--- src/atmu_pkg.sv ---
// shared types, codes and tables of the affine transform matrix unit
package atmu_pkg;

   // operation codes carried in the func field
   localparam logic [2:0] FN_IDENT  = 3'd0;
   localparam logic [2:0] FN_SCALE  = 3'd1;
   localparam logic [2:0] FN_TRANS  = 3'd2;
   localparam logic [2:0] FN_ROTATE = 3'd3;
   localparam logic [2:0] FN_XFORM  = 3'd4;
   localparam logic [2:0] FN_INV    = 3'd5;

   // vector component slots
   localparam logic [1:0] VC_X = 2'd0;
   localparam logic [1:0] VC_Y = 2'd1;
   localparam logic [1:0] VC_Z = 2'd2;
   localparam logic [1:0] VC_W = 2'd3;

   typedef struct packed {
      logic [2:0]         func;
      logic signed [31:0] vec_x;
      logic signed [31:0] vec_y;
      logic signed [31:0] vec_z;
      logic signed [31:0] vec_w;
   } req_type;

   typedef struct packed {
      logic signed [31:0] out_x;
      logic signed [31:0] out_y;
      logic signed [31:0] out_z;
      logic signed [31:0] out_w;
   } rsp_type;

   typedef enum logic [2:0] {
      OP_NONE  = 3'd0,
      OP_MAC   = 3'd1,
      OP_IDENT = 3'd2,
      OP_RGEN  = 3'd3,
      OP_TGEN  = 3'd4
   } op_type;

   typedef enum logic [0:0] {
      A_MAT = 1'b0,
      A_VEC = 1'b1
   } asrc_type;

   typedef enum logic [1:0] {
      B_VEC = 2'd0,
      B_ROT = 2'd1,
      B_T   = 2'd2,
      B_ONE = 2'd3
   } bsrc_type;

   typedef enum logic [1:0] {
      D_MAT = 2'd0,
      D_ROW = 2'd1,
      D_RES = 2'd2,
      D_Q   = 2'd3
   } dst_type;

   typedef struct packed {
      logic     capture;
      logic     load_out;
      logic     out_wpass;
      op_type   op;
      asrc_type a_src;
      logic [3:0] a_idx;
      bsrc_type b_src;
      logic [3:0] b_idx;
      logic     first;
      logic     last;
      dst_type  dst;
      logic [3:0] dst_idx;
   } cmd_type;

   typedef struct packed {
      logic out_free;
   } status_type;

   // quaternion products in order xx yy zz xy xz yz xw yw zw
   function automatic logic [1:0] quat_a(input logic [3:0] idx);
      logic [1:0] sel;
      unique case (idx)
         4'd0, 4'd3, 4'd4, 4'd6: sel = VC_X;
         4'd1, 4'd5, 4'd7:       sel = VC_Y;
         default:                sel = VC_Z;
      endcase
      return sel;
   endfunction

   function automatic logic [1:0] quat_b(input logic [3:0] idx);
      logic [1:0] sel;
      unique case (idx)
         4'd0:             sel = VC_X;
         4'd1, 4'd3:       sel = VC_Y;
         4'd2, 4'd4, 4'd5: sel = VC_Z;
         default:          sel = VC_W;
      endcase
      return sel;
   endfunction

endpackage

--- src/atmu_controller.sv ---
// sequencer that walks each operation through the shared multiply-accumulate
module atmu_controller import atmu_pkg::*; (
   input  logic       clock,
   input  logic       reset,
   input  logic       req_valid,
   output logic       req_stall,
   input  logic [2:0] req_func,
   input  status_type status,
   output cmd_type    cmd
);

   typedef enum logic [13:0] {
      ST_IDLE  = 14'b00000000000001,
      ST_IDENT = 14'b00000000000010,
      ST_SCALE = 14'b00000000000100,
      ST_TRANS = 14'b00000000001000,
      ST_QUAT  = 14'b00000000010000,
      ST_RGEN  = 14'b00000000100000,
      ST_RBUB  = 14'b00000001000000,
      ST_ROT   = 14'b00000010000000,
      ST_XFORM = 14'b00000100000000,
      ST_TGEN  = 14'b00001000000000,
      ST_TBUB  = 14'b00010000000000,
      ST_INV   = 14'b00100000000000,
      ST_DRAIN = 14'b01000000000000,
      ST_OUT   = 14'b10000000000000
   } state_type;

   state_type  state_ff, state_in;
   logic [2:0] func_ff, func_in;
   logic [1:0] i_ff, j_ff, k_ff, i_in, j_in, k_in;
   logic [1:0] i_max, j_max, k_max;
   logic       accept, done;
   logic [3:0] qidx, ridx;

   assign accept    = req_valid && (state_ff == ST_IDLE);
   assign req_stall = (state_ff != ST_IDLE);

   always_comb begin
      i_max = 2'd0;
      j_max = 2'd0;
      k_max = 2'd0;
      unique case (state_ff)
         ST_SCALE: begin i_max = 2'd2; j_max = 2'd2; end
         ST_TRANS: begin i_max = 2'd2; k_max = 2'd3; end
         ST_QUAT:  begin i_max = 2'd2; j_max = 2'd2; end
         ST_ROT:   begin i_max = 2'd2; j_max = 2'd2; k_max = 2'd2; end
         ST_XFORM: begin i_max = 2'd2; k_max = 2'd3; end
         ST_INV:   begin i_max = 2'd2; k_max = 2'd2; end
         default: ;
      endcase
      done = (i_ff == i_max) && (j_ff == j_max) && (k_ff == k_max);
   end

   always_comb begin
      state_in = state_ff;
      func_in  = func_ff;
      i_in     = i_ff;
      j_in     = j_ff;
      k_in     = k_ff;
      if (done) begin
         i_in = 2'd0;
         j_in = 2'd0;
         k_in = 2'd0;
      end else if (k_ff != k_max) begin
         k_in = k_ff + 2'd1;
      end else if (j_ff != j_max) begin
         k_in = 2'd0;
         j_in = j_ff + 2'd1;
      end else begin
         k_in = 2'd0;
         j_in = 2'd0;
         i_in = i_ff + 2'd1;
      end
      unique case (state_ff)
         ST_IDLE: if (accept) begin
            func_in = req_func;
            priority case (req_func)
               FN_IDENT:  state_in = ST_IDENT;
               FN_SCALE:  state_in = ST_SCALE;
               FN_TRANS:  state_in = ST_TRANS;
               FN_ROTATE: state_in = ST_QUAT;
               FN_XFORM:  state_in = ST_XFORM;
               FN_INV:    state_in = ST_TGEN;
               default:   state_in = ST_IDLE;
            endcase
         end
         ST_IDENT, ST_SCALE, ST_TRANS, ST_ROT, ST_XFORM, ST_INV:
            if (done) state_in = ST_DRAIN;
         ST_QUAT:  if (done) state_in = ST_RGEN;
         ST_RGEN:  state_in = ST_RBUB;
         ST_RBUB:  state_in = ST_ROT;
         ST_TGEN:  state_in = ST_TBUB;
         ST_TBUB:  state_in = ST_INV;
         ST_DRAIN: state_in = (func_ff == FN_XFORM || func_ff == FN_INV) ? ST_OUT : ST_IDLE;
         ST_OUT:   if (status.out_free) state_in = ST_IDLE;
         default:  state_in = ST_IDLE;
      endcase
   end

   always_ff @(posedge clock) begin
      if (reset) begin
         state_ff <= ST_IDLE;
         func_ff  <= FN_IDENT;
         i_ff     <= 2'd0;
         j_ff     <= 2'd0;
         k_ff     <= 2'd0;
      end else begin
         state_ff <= state_in;
         func_ff  <= func_in;
         i_ff     <= i_in;
         j_ff     <= j_in;
         k_ff     <= k_in;
      end
   end

   // index = 3*row + col for the quaternion and rotation tables
   assign qidx = {1'b0, i_ff, 1'b0} + {2'b0, i_ff} + {2'b0, j_ff};
   assign ridx = {1'b0, k_ff, 1'b0} + {2'b0, k_ff} + {2'b0, j_ff};

   always_comb begin
      cmd           = '0;
      cmd.capture   = accept;
      cmd.op        = OP_NONE;
      cmd.a_src     = A_MAT;
      cmd.b_src     = B_VEC;
      cmd.dst       = D_MAT;
      cmd.out_wpass = (func_ff == FN_XFORM);
      unique case (state_ff)
         ST_IDENT: cmd.op = OP_IDENT;
         ST_RGEN:  cmd.op = OP_RGEN;
         ST_TGEN:  cmd.op = OP_TGEN;
         ST_SCALE: begin
            cmd.op      = OP_MAC;
            cmd.a_idx   = {i_ff, j_ff};
            cmd.b_idx   = {2'b0, j_ff};
            cmd.first   = 1'b1;
            cmd.last    = 1'b1;
            cmd.dst_idx = {i_ff, j_ff};
         end
         ST_TRANS: begin
            cmd.op      = OP_MAC;
            cmd.a_idx   = {i_ff, k_ff};
            cmd.b_src   = (k_ff == 2'd3) ? B_ONE : B_VEC;
            cmd.b_idx   = {2'b0, k_ff};
            cmd.first   = (k_ff == 2'd0);
            cmd.last    = (k_ff == 2'd3);
            cmd.dst_idx = {i_ff, 2'd3};
         end
         ST_QUAT: begin
            cmd.op      = OP_MAC;
            cmd.a_src   = A_VEC;
            cmd.a_idx   = {2'b0, quat_a(qidx)};
            cmd.b_idx   = {2'b0, quat_b(qidx)};
            cmd.first   = 1'b1;
            cmd.last    = 1'b1;
            cmd.dst     = D_Q;
            cmd.dst_idx = qidx;
         end
         ST_ROT: begin
            cmd.op      = OP_MAC;
            cmd.a_idx   = {i_ff, k_ff};
            cmd.b_src   = B_ROT;
            cmd.b_idx   = ridx;
            cmd.first   = (k_ff == 2'd0);
            cmd.last    = (k_ff == 2'd2);
            cmd.dst     = D_ROW;
            cmd.dst_idx = {i_ff, j_ff};
         end
         ST_XFORM: begin
            cmd.op      = OP_MAC;
            cmd.a_idx   = {i_ff, k_ff};
            cmd.b_idx   = {2'b0, k_ff};
            cmd.first   = (k_ff == 2'd0);
            cmd.last    = (k_ff == 2'd3);
            cmd.dst     = D_RES;
            cmd.dst_idx = {2'b0, i_ff};
         end
         ST_INV: begin
            cmd.op      = OP_MAC;
            cmd.a_idx   = {k_ff, i_ff};
            cmd.b_src   = B_T;
            cmd.b_idx   = {2'b0, k_ff};
            cmd.first   = (k_ff == 2'd0);
            cmd.last    = (k_ff == 2'd2);
            cmd.dst     = D_RES;
            cmd.dst_idx = {2'b0, i_ff};
         end
         ST_OUT:  cmd.load_out = status.out_free;
         default: ;
      endcase
   end

endmodule

--- config.mk ---
export PLATFORM = sky130hd
export DESIGN_NAME = atmu_controller
export DESIGN_NICKNAME = d
export VERILOG_FILES = /design/src/atmu_pkg.sv /design/src/atmu_controller.sv
export SDC_FILE = /design/constraint.sdc
export NUM_CORES = 1
export LEC_CHECK = 0
export ABC_AREA = 1
export BUFFER_PORTS_ARGS = -buffer_cell sky130_fd_sc_hd__buf_2
export CAP_MARGIN = 20
export CORE_UTILIZATION = 40
export DETAILED_ROUTE_END_ITERATION = 6
export SYNTH_ARGS = -nofsm -noshare
export SYNTH_HDL_FRONTEND = slang
export SYNTH_SLANG_ARGS = --single-unit
--- constraint.sdc ---
create_clock -name clock -period 2.7 [get_ports clock]
set_clock_uncertainty 0.2 [all_clocks]
set_input_delay 0.27 -clock clock [delete_from_list [all_inputs] [get_ports clock]]
set_output_delay 0.27 -clock clock [all_outputs]
set_load 0.01 [all_outputs]
**Word-level counts from Yosys, hierarchy flattened**

Cells that the tools add are included.

- $add $sub $neg: 7
- Equal/unequal tests: 40
- Muxes and demuxes: 22
- Bitwise logic cells: 2
- Reductions and logical operators: 24

Operators by type and width:

| cell | count |
|---|---|
| $pmux 14 s9 | 1 |
| $mux 14 | 5 |
| $pmux 10 s6 | 1 |
| $pmux 4 s4 | 2 |
| $pmux 6 s5 | 1 |
| $pmux 2 s3 | 3 |
| $eq 4x3->1 const B | 4 |
| $reduce_or 3->1 | 5 |
| $eq 14x1->1 const B | 1 |
| $eq 14x10->1 const B | 1 |
| $eq 14x11->1 const B | 1 |
| $eq 14x12->1 const B | 1 |
| $eq 14x13->1 const B | 1 |
| $eq 14x14->1 const B | 1 |
| $eq 14x2->1 const B | 1 |
| $eq 14x3->1 const B | 1 |
| $eq 14x4->1 const B | 1 |
| $eq 14x5->1 const B | 1 |
| $eq 14x6->1 const B | 1 |
| $eq 14x7->1 const B | 1 |
| $eq 14x8->1 const B | 1 |
| $eq 14x9->1 const B | 1 |
| $ne 14x1->1 const B | 1 |
| $eq 3x3->1 const B | 4 |
| other kinds (26) | 54 |

- Register bits: 23
- Input port bits: 7
- Output and inout bits: 26
- Word-level logic and storage cells: 100

**Logic depth before layout (Yosys ltp)**

Gate-level depths: netlist (run 1).

- Word-level depth: 8
- Depth in mapped cells: 16
- Depth with buffers taken out: 16

**Worst setup path before layout (run 1)**

Ideal clock, no wire load.

- Path type: register to output
- Start: register j_ff[1]
- End: output port cmd[8] (netlist bit)
- Arrival: 2.178 ns
- Setup slack: 0.052 ns
- Stages on the path, launching flop included: 11
- Cell sequence: dfxtp_1 -> fa_1 -> ha_1 -> inv_1 -> fa_1 -> inv_1 -> nand2_1 -> o22ai_1 -> nor2_1 -> nor3_1 -> a21oi_1

RTL lines:

| what | line | source |
|---|---|---|
| start, declared | atmu_controller.sv:31 | `logic [1:0] i_ff, j_ff, k_ff, i_in, j_in, k_in;` |
| start signal, assigned | atmu_controller.sv:112 | `j_ff <= j_in;` |
| end, declared | atmu_controller.sv:9 | `output cmd_type cmd` |

==> impl_metrics.xml, run 1 <==
<?xml version="1.0" encoding="UTF-8"?>
<metrics>
  <group name="run_status">
    <metric name="run_status" unit="">complete, but fails checks</metric>
    <metric name="violations_in_the_final_reports" unit="">negative setup slack</metric>
  </group>
  <group name="synthesis">
    <metric name="syn-num-nets" unit="">322</metric>
    <metric name="async_flop_share" unit="%">0</metric>
    <metric name="ys.flop_type" unit="">dfxtp_1</metric>
    <metric name="post_synth_edffs" unit="">0</metric>
    <metric name="yosysWarnings" unit="">0</metric>
    <metric name="netlist_instances" unit="">302</metric>
    <metric name="synth_cell_type_count" unit="">35</metric>
    <metric name="synth.yosys.seq_area_share" unit="%">23.0</metric>
    <metric name="synth-seq-cells" unit="">23</metric>
    <metric name="syn_area_per_cell" unit="um^2">6.62</metric>
    <metric name="syn-cell-area" unit="um^2">2000</metric>
  </group>
  <group name="detailed_routing">
    <metric name="drc" unit="">0</metric>
    <metric name="drtPass1Iterations" unit="">4</metric>
    <metric name="via_count" unit="">2026</metric>
    <metric name="wl_per_cell" unit="um">12.4</metric>
    <metric name="routed_wirelength" unit="um">5140</metric>
    <metric name="count_of_antenna_violating_nets_left_after_detailed_routing" unit="">0</metric>
    <metric name="drt_iter0_drc" unit="">82</metric>
    <metric name="detail_route.vias_per_cell" unit="">4.91</metric>
  </group>
  <group name="worst_setup_path">
    <metric name="worstPathMaxFanout" unit="">3</metric>
    <metric name="critical_path_class" unit="">flop to output port</metric>
    <metric name="worst_setup_ep_type" unit="">output port</metric>
    <metric name="required" unit="ns">2.23</metric>
    <metric name="startpoint_type" unit="">flop</metric>
    <metric name="critical_path_arrival" unit="ns">2.54</metric>
  </group>
  <group name="global_routing">
    <metric name="globalRouteMet3Util" unit="%">1.93</metric>
    <metric name="antenna_found_initial" unit="">0</metric>
    <metric name="track_usage" unit="%">21.3</metric>
    <metric name="grt_use_met2" unit="%">38.4</metric>
    <metric name="pin_count_of_the_biggest_net_entering_global_routing" unit="">19</metric>
    <metric name="first_global_vias" unit="">1942</metric>
    <metric name="grt_pass1_wl" unit="um">8700</metric>
    <metric name="globalRoute.totalOverflow" unit="">0</metric>
    <metric name="grt.busiest_layer" unit="">met2</metric>
    <metric name="grt.met1_usage" unit="%">26.2</metric>
  </group>
  <group name="timing">
    <metric name="worst-slew-pin-transition" unit="ns">0.517</metric>
    <metric name="report.final.slew_viol_count" unit="">0</metric>
    <metric name="hold_violations" unit="">0</metric>
    <metric name="period_needed" unit="ns">3.01</metric>
    <metric name="grt_setup_unrepaired" unit="">true</metric>
    <metric name="fmaxAchievable" unit="MHz">333</metric>
    <metric name="timing.final.setup_violations" unit="">5</metric>
    <metric name="fin_crit_sh" unit="%">111</metric>
    <metric name="fin_ws" unit="ns">-0.306</metric>
    <metric name="max-slew-margin-rel" unit="%">65.3</metric>
    <metric name="final.hold.worst_slack" unit="ns">0.0997</metric>
  </group>
  <group name="clocking">
    <metric name="number_of_buffers_on_the_longest_clock_path" unit="">2</metric>
    <metric name="worstSkewPairLatency" unit="ns">0.27</metric>
    <metric name="cts_root_buf" unit="">clkbuf_8</metric>
    <metric name="cts-buffers-inserted" unit="">3</metric>
    <metric name="cts.clk_slew.worst_paths" unit="ns">0.10</metric>
    <metric name="clock_tree_from_tritoncts" unit="">yes</metric>
    <metric name="post_cts.repair.setup_buffers" unit="">0</metric>
    <metric name="h-tree-depth" unit="">1</metric>
    <metric name="tritoncts_num_sinks" unit="">23</metric>
  </group>
  <group name="floorplan">
    <metric name="placement_rows" unit="">25</metric>
    <metric name="floorplan.core_area" unit="um^2">4750</metric>
    <metric name="die_area" unit="um^2">5280</metric>
    <metric name="floorplan.io_pins" unit="">33</metric>
    <metric name="initial_core_util" unit="%">42.0</metric>
    <metric name="floorplan.die.height" unit="um">72.7</metric>
    <metric name="die_w" unit="um">72.7</metric>
  </group>
  <group name="pwr">
    <metric name="total_leakage_power" unit="nW">1.30</metric>
    <metric name="power_density_over_the_cells" unit="nW/um^2">910</metric>
    <metric name="vdd_ir_drop_max" unit="uV">507</metric>
  </group>
  <group name="job">
    <metric name="maxCapViolCount" unit="">0</metric>
  </group>
  <group name="place">
    <metric name="place_inst" unit="">408</metric>
    <metric name="dpl.hpwl" unit="um">4120</metric>
    <metric name="port-buffer-count" unit="">32</metric>
    <metric name="place_congestion" unit="">0.834</metric>
  </group>
  <group name="layout">
    <metric name="antenna_cells" unit="">0</metric>
    <metric name="layout.cells.most_common" unit="">nand2_1</metric>
    <metric name="fillers" unit="">527</metric>
    <metric name="layout_stage_area_growth_over_the_synthesis_result" unit="%">18.4</metric>
    <metric name="mostFrequentLayoutCells" unit="">nand2_1, inv_1, nor2_1</metric>
    <metric name="instances_no_fill" unit="">413</metric>
    <metric name="drive_gt1_share" unit="%">23.1</metric>
    <metric name="final_nets" unit="">367</metric>
  </group>
  <group name="min_path">
    <metric name="min-delay-path-class" unit="">primary input to flop</metric>
  </group>
</metrics>
-- critical path, cell delays in order (launching register included) --
cell and delay, ns:
dfxtp_2 0.34, fa_1 0.53, ha_1 0.14, inv_1 0.04
fa_1 0.53, nand2_1 0.09, o22ai_1 0.15, nor2_1 0.07
nor3_1 0.14, a21oi_1 0.08, buf_2 0.15
-- cell usage after synthesis (all sizes together), types with 4 or more instances --
cell type	n	area, um^2
nand2	74	318
o22ai	4	25.0
o21ai	15	78.8
dfxtp	23	460
inv	56	210
nand4	6	52.6
o2111ai	4	35.0
nor2	49	260
fa	4	80.1
ha	9	113
a21oi	11	66.3
nor3	9	45.0
nand3	26	168
-- where the power goes --
part	leakage [nW]	switching, mW	total (mW)	internal [mW]
clock network	0.0255	0.123	0.227	0.103
registers	0.189	0.0682	0.487	0.419
logic	1.09	0.952	1.44	0.487
total	1.30	1.14	2.15	1.01
-- layer usage --
layer	share of wire, %	up-vias
met5	0	-
met4	1.8	0
met3	3.7	8
met2	49	53
met1	46	906
li1	-	1059
-- state kept, by name, summed over array words and instances, names as in the netlist --
signal	flops
state_ff	14
func_ff	3
i_ff	2
j_ff	2
k_ff	2
-- cell type report --
| class | count | area (um^2) | area share (%) |
|---|---|---|---|
| clock buffers | 3 | 41.3 | 1.75 |
| clock inverters | 1 | 5.00 | 0.212 |
| inverters | 58 | 218 | 9.20 |
| multi-input cells | 219 | 1310 | 55.5 |
| flip-flops and latches | 23 | 464 | 19.6 |
| well taps | 67 | 83.8 | 3.54 |
| repair buffers | 42 | 241 | 10.2 |
-- through the flow --
stage	TNS [ns]	util (%)	setup slack, ns	total power [mW]	cell area, um^2
2_1_floorplan	0	-	0.0519	1.59	2000
3_5_place_dp	-0.0517	48.3	-0.0324	1.93	2300
6_report	-0.981	49.8	-0.306	2.15	2370
5_1_grt	-1.61	49.8	-0.445	2.37	2370
4_1_cts	-1.20	49.6	-0.334	2.15	2360
3_3_place_gp	-0.00338	48.3	-0.00338	1.91	2300
-- repair_timing --
item | 4_1_cts | 5_1_grt
setup endpoints to repair | 5 | 7
cloned | 0 | 0
endpoints found under the hold margin | 2 | 0
hold buffers | 1 | 0
gates resized for setup | 2 | 4
pin swaps | 2 | 2
-- worst paths after layout --
kind | cells after the start | startpoint | slack, ns | end
worst max-delay path | 10 | i_ff[0] | -0.31 | cmd[8]
worst max register to register | 13 | state_ff[7] | 0.22 | state_ff[0]
worst min-delay path | 4 | status | 0.1 | state_ff[13]
worst min register to register | 2 | func_ff[1] | 0.30 | func_ff[1]
-- logic make-up after synthesis --
| family | share of synthesized area (%) |
|---|---|
| AOI/OAI and AO/OA | 12.1 |
| adders and majority gates | 9.64 |
| buffers and inverters | 11.5 |
| DFF | 23.0 |
| and+or+nand+nor | 43.8 |
No activity file was read; power rests on OpenSTA's default activity.
==> run 2, diff against run 1 <==
--- a/config.mk
+++ b/config.mk
@@ -10,6 +10,7 @@
 export CAP_MARGIN = 20
 export CORE_UTILIZATION = 40
 export DETAILED_ROUTE_END_ITERATION = 6
+export SETUP_SLACK_MARGIN = 0.15
 export SYNTH_ARGS = -nofsm -noshare
 export SYNTH_HDL_FRONTEND = slang
 export SYNTH_SLANG_ARGS = --single-unit
==> constraint.sdc (replaced) <==
create_clock -name clock -period 3.9 [get_ports clock]
set_clock_uncertainty 0.2 [all_clocks]
set_input_delay 0.39 -clock clock [delete_from_list [all_inputs] [get_ports clock]]
set_output_delay 0.39 -clock clock [all_outputs]
set_load 0.01 [all_outputs]
==> impl_metrics.xml, run 2 (synthesis results as in run 1) <==
<?xml version="1.0" encoding="UTF-8"?>
<metrics>
  <group name="detailed_routing">
    <metric name="detail_route.vias_per_cell" unit="">4.96</metric>
    <metric name="count_of_antenna_violating_nets_left_after_detailed_routing" unit="">0</metric>
    <metric name="drt_iter0_drc" unit="">82</metric>
    <metric name="drtPass1Iterations" unit="">4</metric>
    <metric name="via_count" unit="">1997</metric>
    <metric name="drc" unit="">0</metric>
    <metric name="routed_wirelength" unit="um">5040</metric>
    <metric name="wl_per_cell" unit="um">12.5</metric>
  </group>
  <group name="clocking">
    <metric name="cts.clk_slew.worst_paths" unit="ns">0.08</metric>
    <metric name="cts_root_buf" unit="">clkbuf_8</metric>
    <metric name="post_cts.repair.setup_buffers" unit="">0</metric>
    <metric name="clock_tree_from_tritoncts" unit="">yes</metric>
    <metric name="cts-buffers-inserted" unit="">3</metric>
    <metric name="ctsResizeCount" unit="">0</metric>
    <metric name="number_of_buffers_on_the_longest_clock_path" unit="">2</metric>
    <metric name="h-tree-depth" unit="">1</metric>
    <metric name="cts_hold_buf" unit="">0</metric>
    <metric name="tritoncts_num_sinks" unit="">23</metric>
    <metric name="worstSkewPairLatency" unit="ns">0.27</metric>
  </group>
  <group name="layout">
    <metric name="max_reg_flops" unit="">14</metric>
    <metric name="layout_stage_area_growth_over_the_synthesis_result" unit="%">14.0</metric>
    <metric name="mostFrequentLayoutCells" unit="">nand2_1, inv_1, nor2_1</metric>
    <metric name="layout.cells.most_common" unit="">nand2_1</metric>
    <metric name="antenna_cells" unit="">0</metric>
    <metric name="drive_gt1_share" unit="%">19.9</metric>
    <metric name="regMostFlops" unit="">state_ff</metric>
    <metric name="finalCoreUtilization" unit="%">47.9</metric>
    <metric name="reg_top3" unit="">state_ff (14), func_ff (3)</metric>
    <metric name="design_area" unit="um^2">2280</metric>
    <metric name="final_nets" unit="">357</metric>
  </group>
  <group name="floorplan">
    <metric name="floorplan.core_area" unit="um^2">4750</metric>
    <metric name="die_w" unit="um">72.7</metric>
    <metric name="floorplan.die.height" unit="um">72.7</metric>
    <metric name="initial_core_util" unit="%">42.0</metric>
    <metric name="floorplan.io_pins" unit="">33</metric>
    <metric name="die_area" unit="um^2">5280</metric>
    <metric name="placement_rows" unit="">25</metric>
  </group>
  <group name="global_routing">
    <metric name="track_usage" unit="%">21.1</metric>
    <metric name="globalRoute.totalOverflow" unit="">0</metric>
    <metric name="antenna_found_initial" unit="">0</metric>
    <metric name="pin_count_of_the_biggest_net_entering_global_routing" unit="">19</metric>
    <metric name="first_global_vias" unit="">1933</metric>
    <metric name="grt_pass1_wl" unit="um">8700</metric>
  </group>
  <group name="pwr">
    <metric name="power.share.switching" unit="%">53.7</metric>
    <metric name="power.share.sequential" unit="%">24.1</metric>
    <metric name="power.combinational.fraction" unit="%">65.4</metric>
    <metric name="power_density_over_the_cells" unit="nW/um^2">637</metric>
    <metric name="vdd_ir_drop_max" unit="uV">303</metric>
    <metric name="total_leakage_power" unit="nW">1.25</metric>
    <metric name="p_int" unit="uW">672</metric>
    <metric name="power_frac_clock" unit="%">10.5</metric>
    <metric name="switching_power_of_the_nets" unit="uW">779</metric>
  </group>
  <group name="timing">
    <metric name="fin_crit_sh" unit="%">85.6</metric>
    <metric name="final.hold.worst_slack" unit="ns">0.111</metric>
    <metric name="report.final.slew_viol_count" unit="">0</metric>
    <metric name="fin_tns_setup" unit="ns">0</metric>
    <metric name="grt_setup_unrepaired" unit="">false</metric>
    <metric name="period_needed" unit="ns">3.34</metric>
    <metric name="max-slew-margin-rel" unit="%">66.1</metric>
    <metric name="worst-slew-pin-transition" unit="ns">0.505</metric>
    <metric name="hold_violations" unit="">0</metric>
    <metric name="timing.final.setup_violations" unit="">0</metric>
    <metric name="fmaxAchievable" unit="MHz">300</metric>
  </group>
  <group name="worst_setup_path">
    <metric name="worstPathMaxFanout" unit="">7</metric>
    <metric name="worst_setup_ep_type" unit="">output port</metric>
    <metric name="startpoint_type" unit="">flop</metric>
    <metric name="critical_path_arrival" unit="ns">2.75</metric>
    <metric name="required" unit="ns">3.31</metric>
    <metric name="cpPeakStageDelay" unit="ns">0.53</metric>
    <metric name="critical_path_class" unit="">flop to output port</metric>
    <metric name="cells_along_the_critical_path" unit="">fa_1 &gt; ha_1 &gt; inv_1 &gt; fa_1 &gt; inv_1 &gt; nand2_1 &gt; o22ai_1 &gt; nor2_1 &gt; nor3_1 &gt; a21oi_1 &gt; buf_2</metric>
    <metric name="worst_path_max_delay_cell" unit="">dfxtp_1</metric>
  </group>
  <group name="place">
    <metric name="port-buffer-count" unit="">32</metric>
    <metric name="place_congestion" unit="">0.852</metric>
    <metric name="postPlaceCellArea" unit="um^2">2230</metric>
    <metric name="dpl.hpwl" unit="um">4040</metric>
  </group>
  <group name="min_path">
    <metric name="min-delay-path-class" unit="">primary input to flop</metric>
  </group>
  <group name="job">
    <metric name="maxCapViolCount" unit="">0</metric>
  </group>
  <group name="run_status">
    <metric name="run_status" unit="">finished, final reports clean</metric>
  </group>
</metrics>
run 2: layout make-up:
| class | instances | area, um^2 |
|---|---|---|
| Multi-Input combinational cell | 219 | 1310 |
| Fill cell | 526 | 2480 |
| Clock inverter | 1 | 5.00 |
| Clock buffer | 3 | 41.3 |
| Sequential cell | 23 | 460 |
| Tap cell | 67 | 83.8 |
| Inverter | 58 | 218 |
| Timing Repair Buffer | 32 | 160 |
run 2: path summary, 6_finish.rpt:
check                    from      endpoint  slack, ns  cells after the start
setup / recovery      j_ff[1]        cmd[8]       0.56                     11
hold / removal          reset  state_ff[13]       0.11                      2
setup reg to reg  state_ff[7]  state_ff[12]       1.25                     13
hold reg to reg    func_ff[1]    func_ff[1]       0.29                      2
run 2: per-stage QoR:
stage,std cells,total power [mW],setup slack (ns)
4_1_cts,403,1.47,0.552
6_report,403,1.45,0.561
2_1_floorplan,302,1.10,1.13
5_1_grt,403,1.61,0.337
3_3_place_gp,399,1.30,0.917
3_5_place_dp,399,1.31,0.865
run 2: worst max-delay path, delay by kind of cell (launching register included):
family | cells | cell delay, ns
DFF | 1 | 0.53
and+or+nand+nor | 3 | 0.29
AOI/OAI and AO/OA | 2 | 0.23
buffers and inverters | 3 | 0.28
adders and majority gates | 3 | 1.14
run 2: power by group through the flow:
stage / Sequential [mW] / Clock [mW] / Combinational [mW]
after floorplan: 0.340 / 0 / 0.762
after global placement: 0.353 / 0 / 0.946
after detailed placement: 0.354 / 0 / 0.952
after CTS: 0.349 / 0.160 / 0.957
after global routing: 0.360 / 0.169 / 1.08
final: 0.349 / 0.152 / 0.949
run 2: per-layer routing:
layer | share of wire (%) | global-route usage [%] | vias up
met5 | 0 | 0 | -
li1 | - | - | 1037
met4 | 2.6 | 9.80 | 0
met1 | 45 | 26.0 | 900
met2 | 49 | 37.0 | 50
met3 | 3.8 | 2.21 | 10
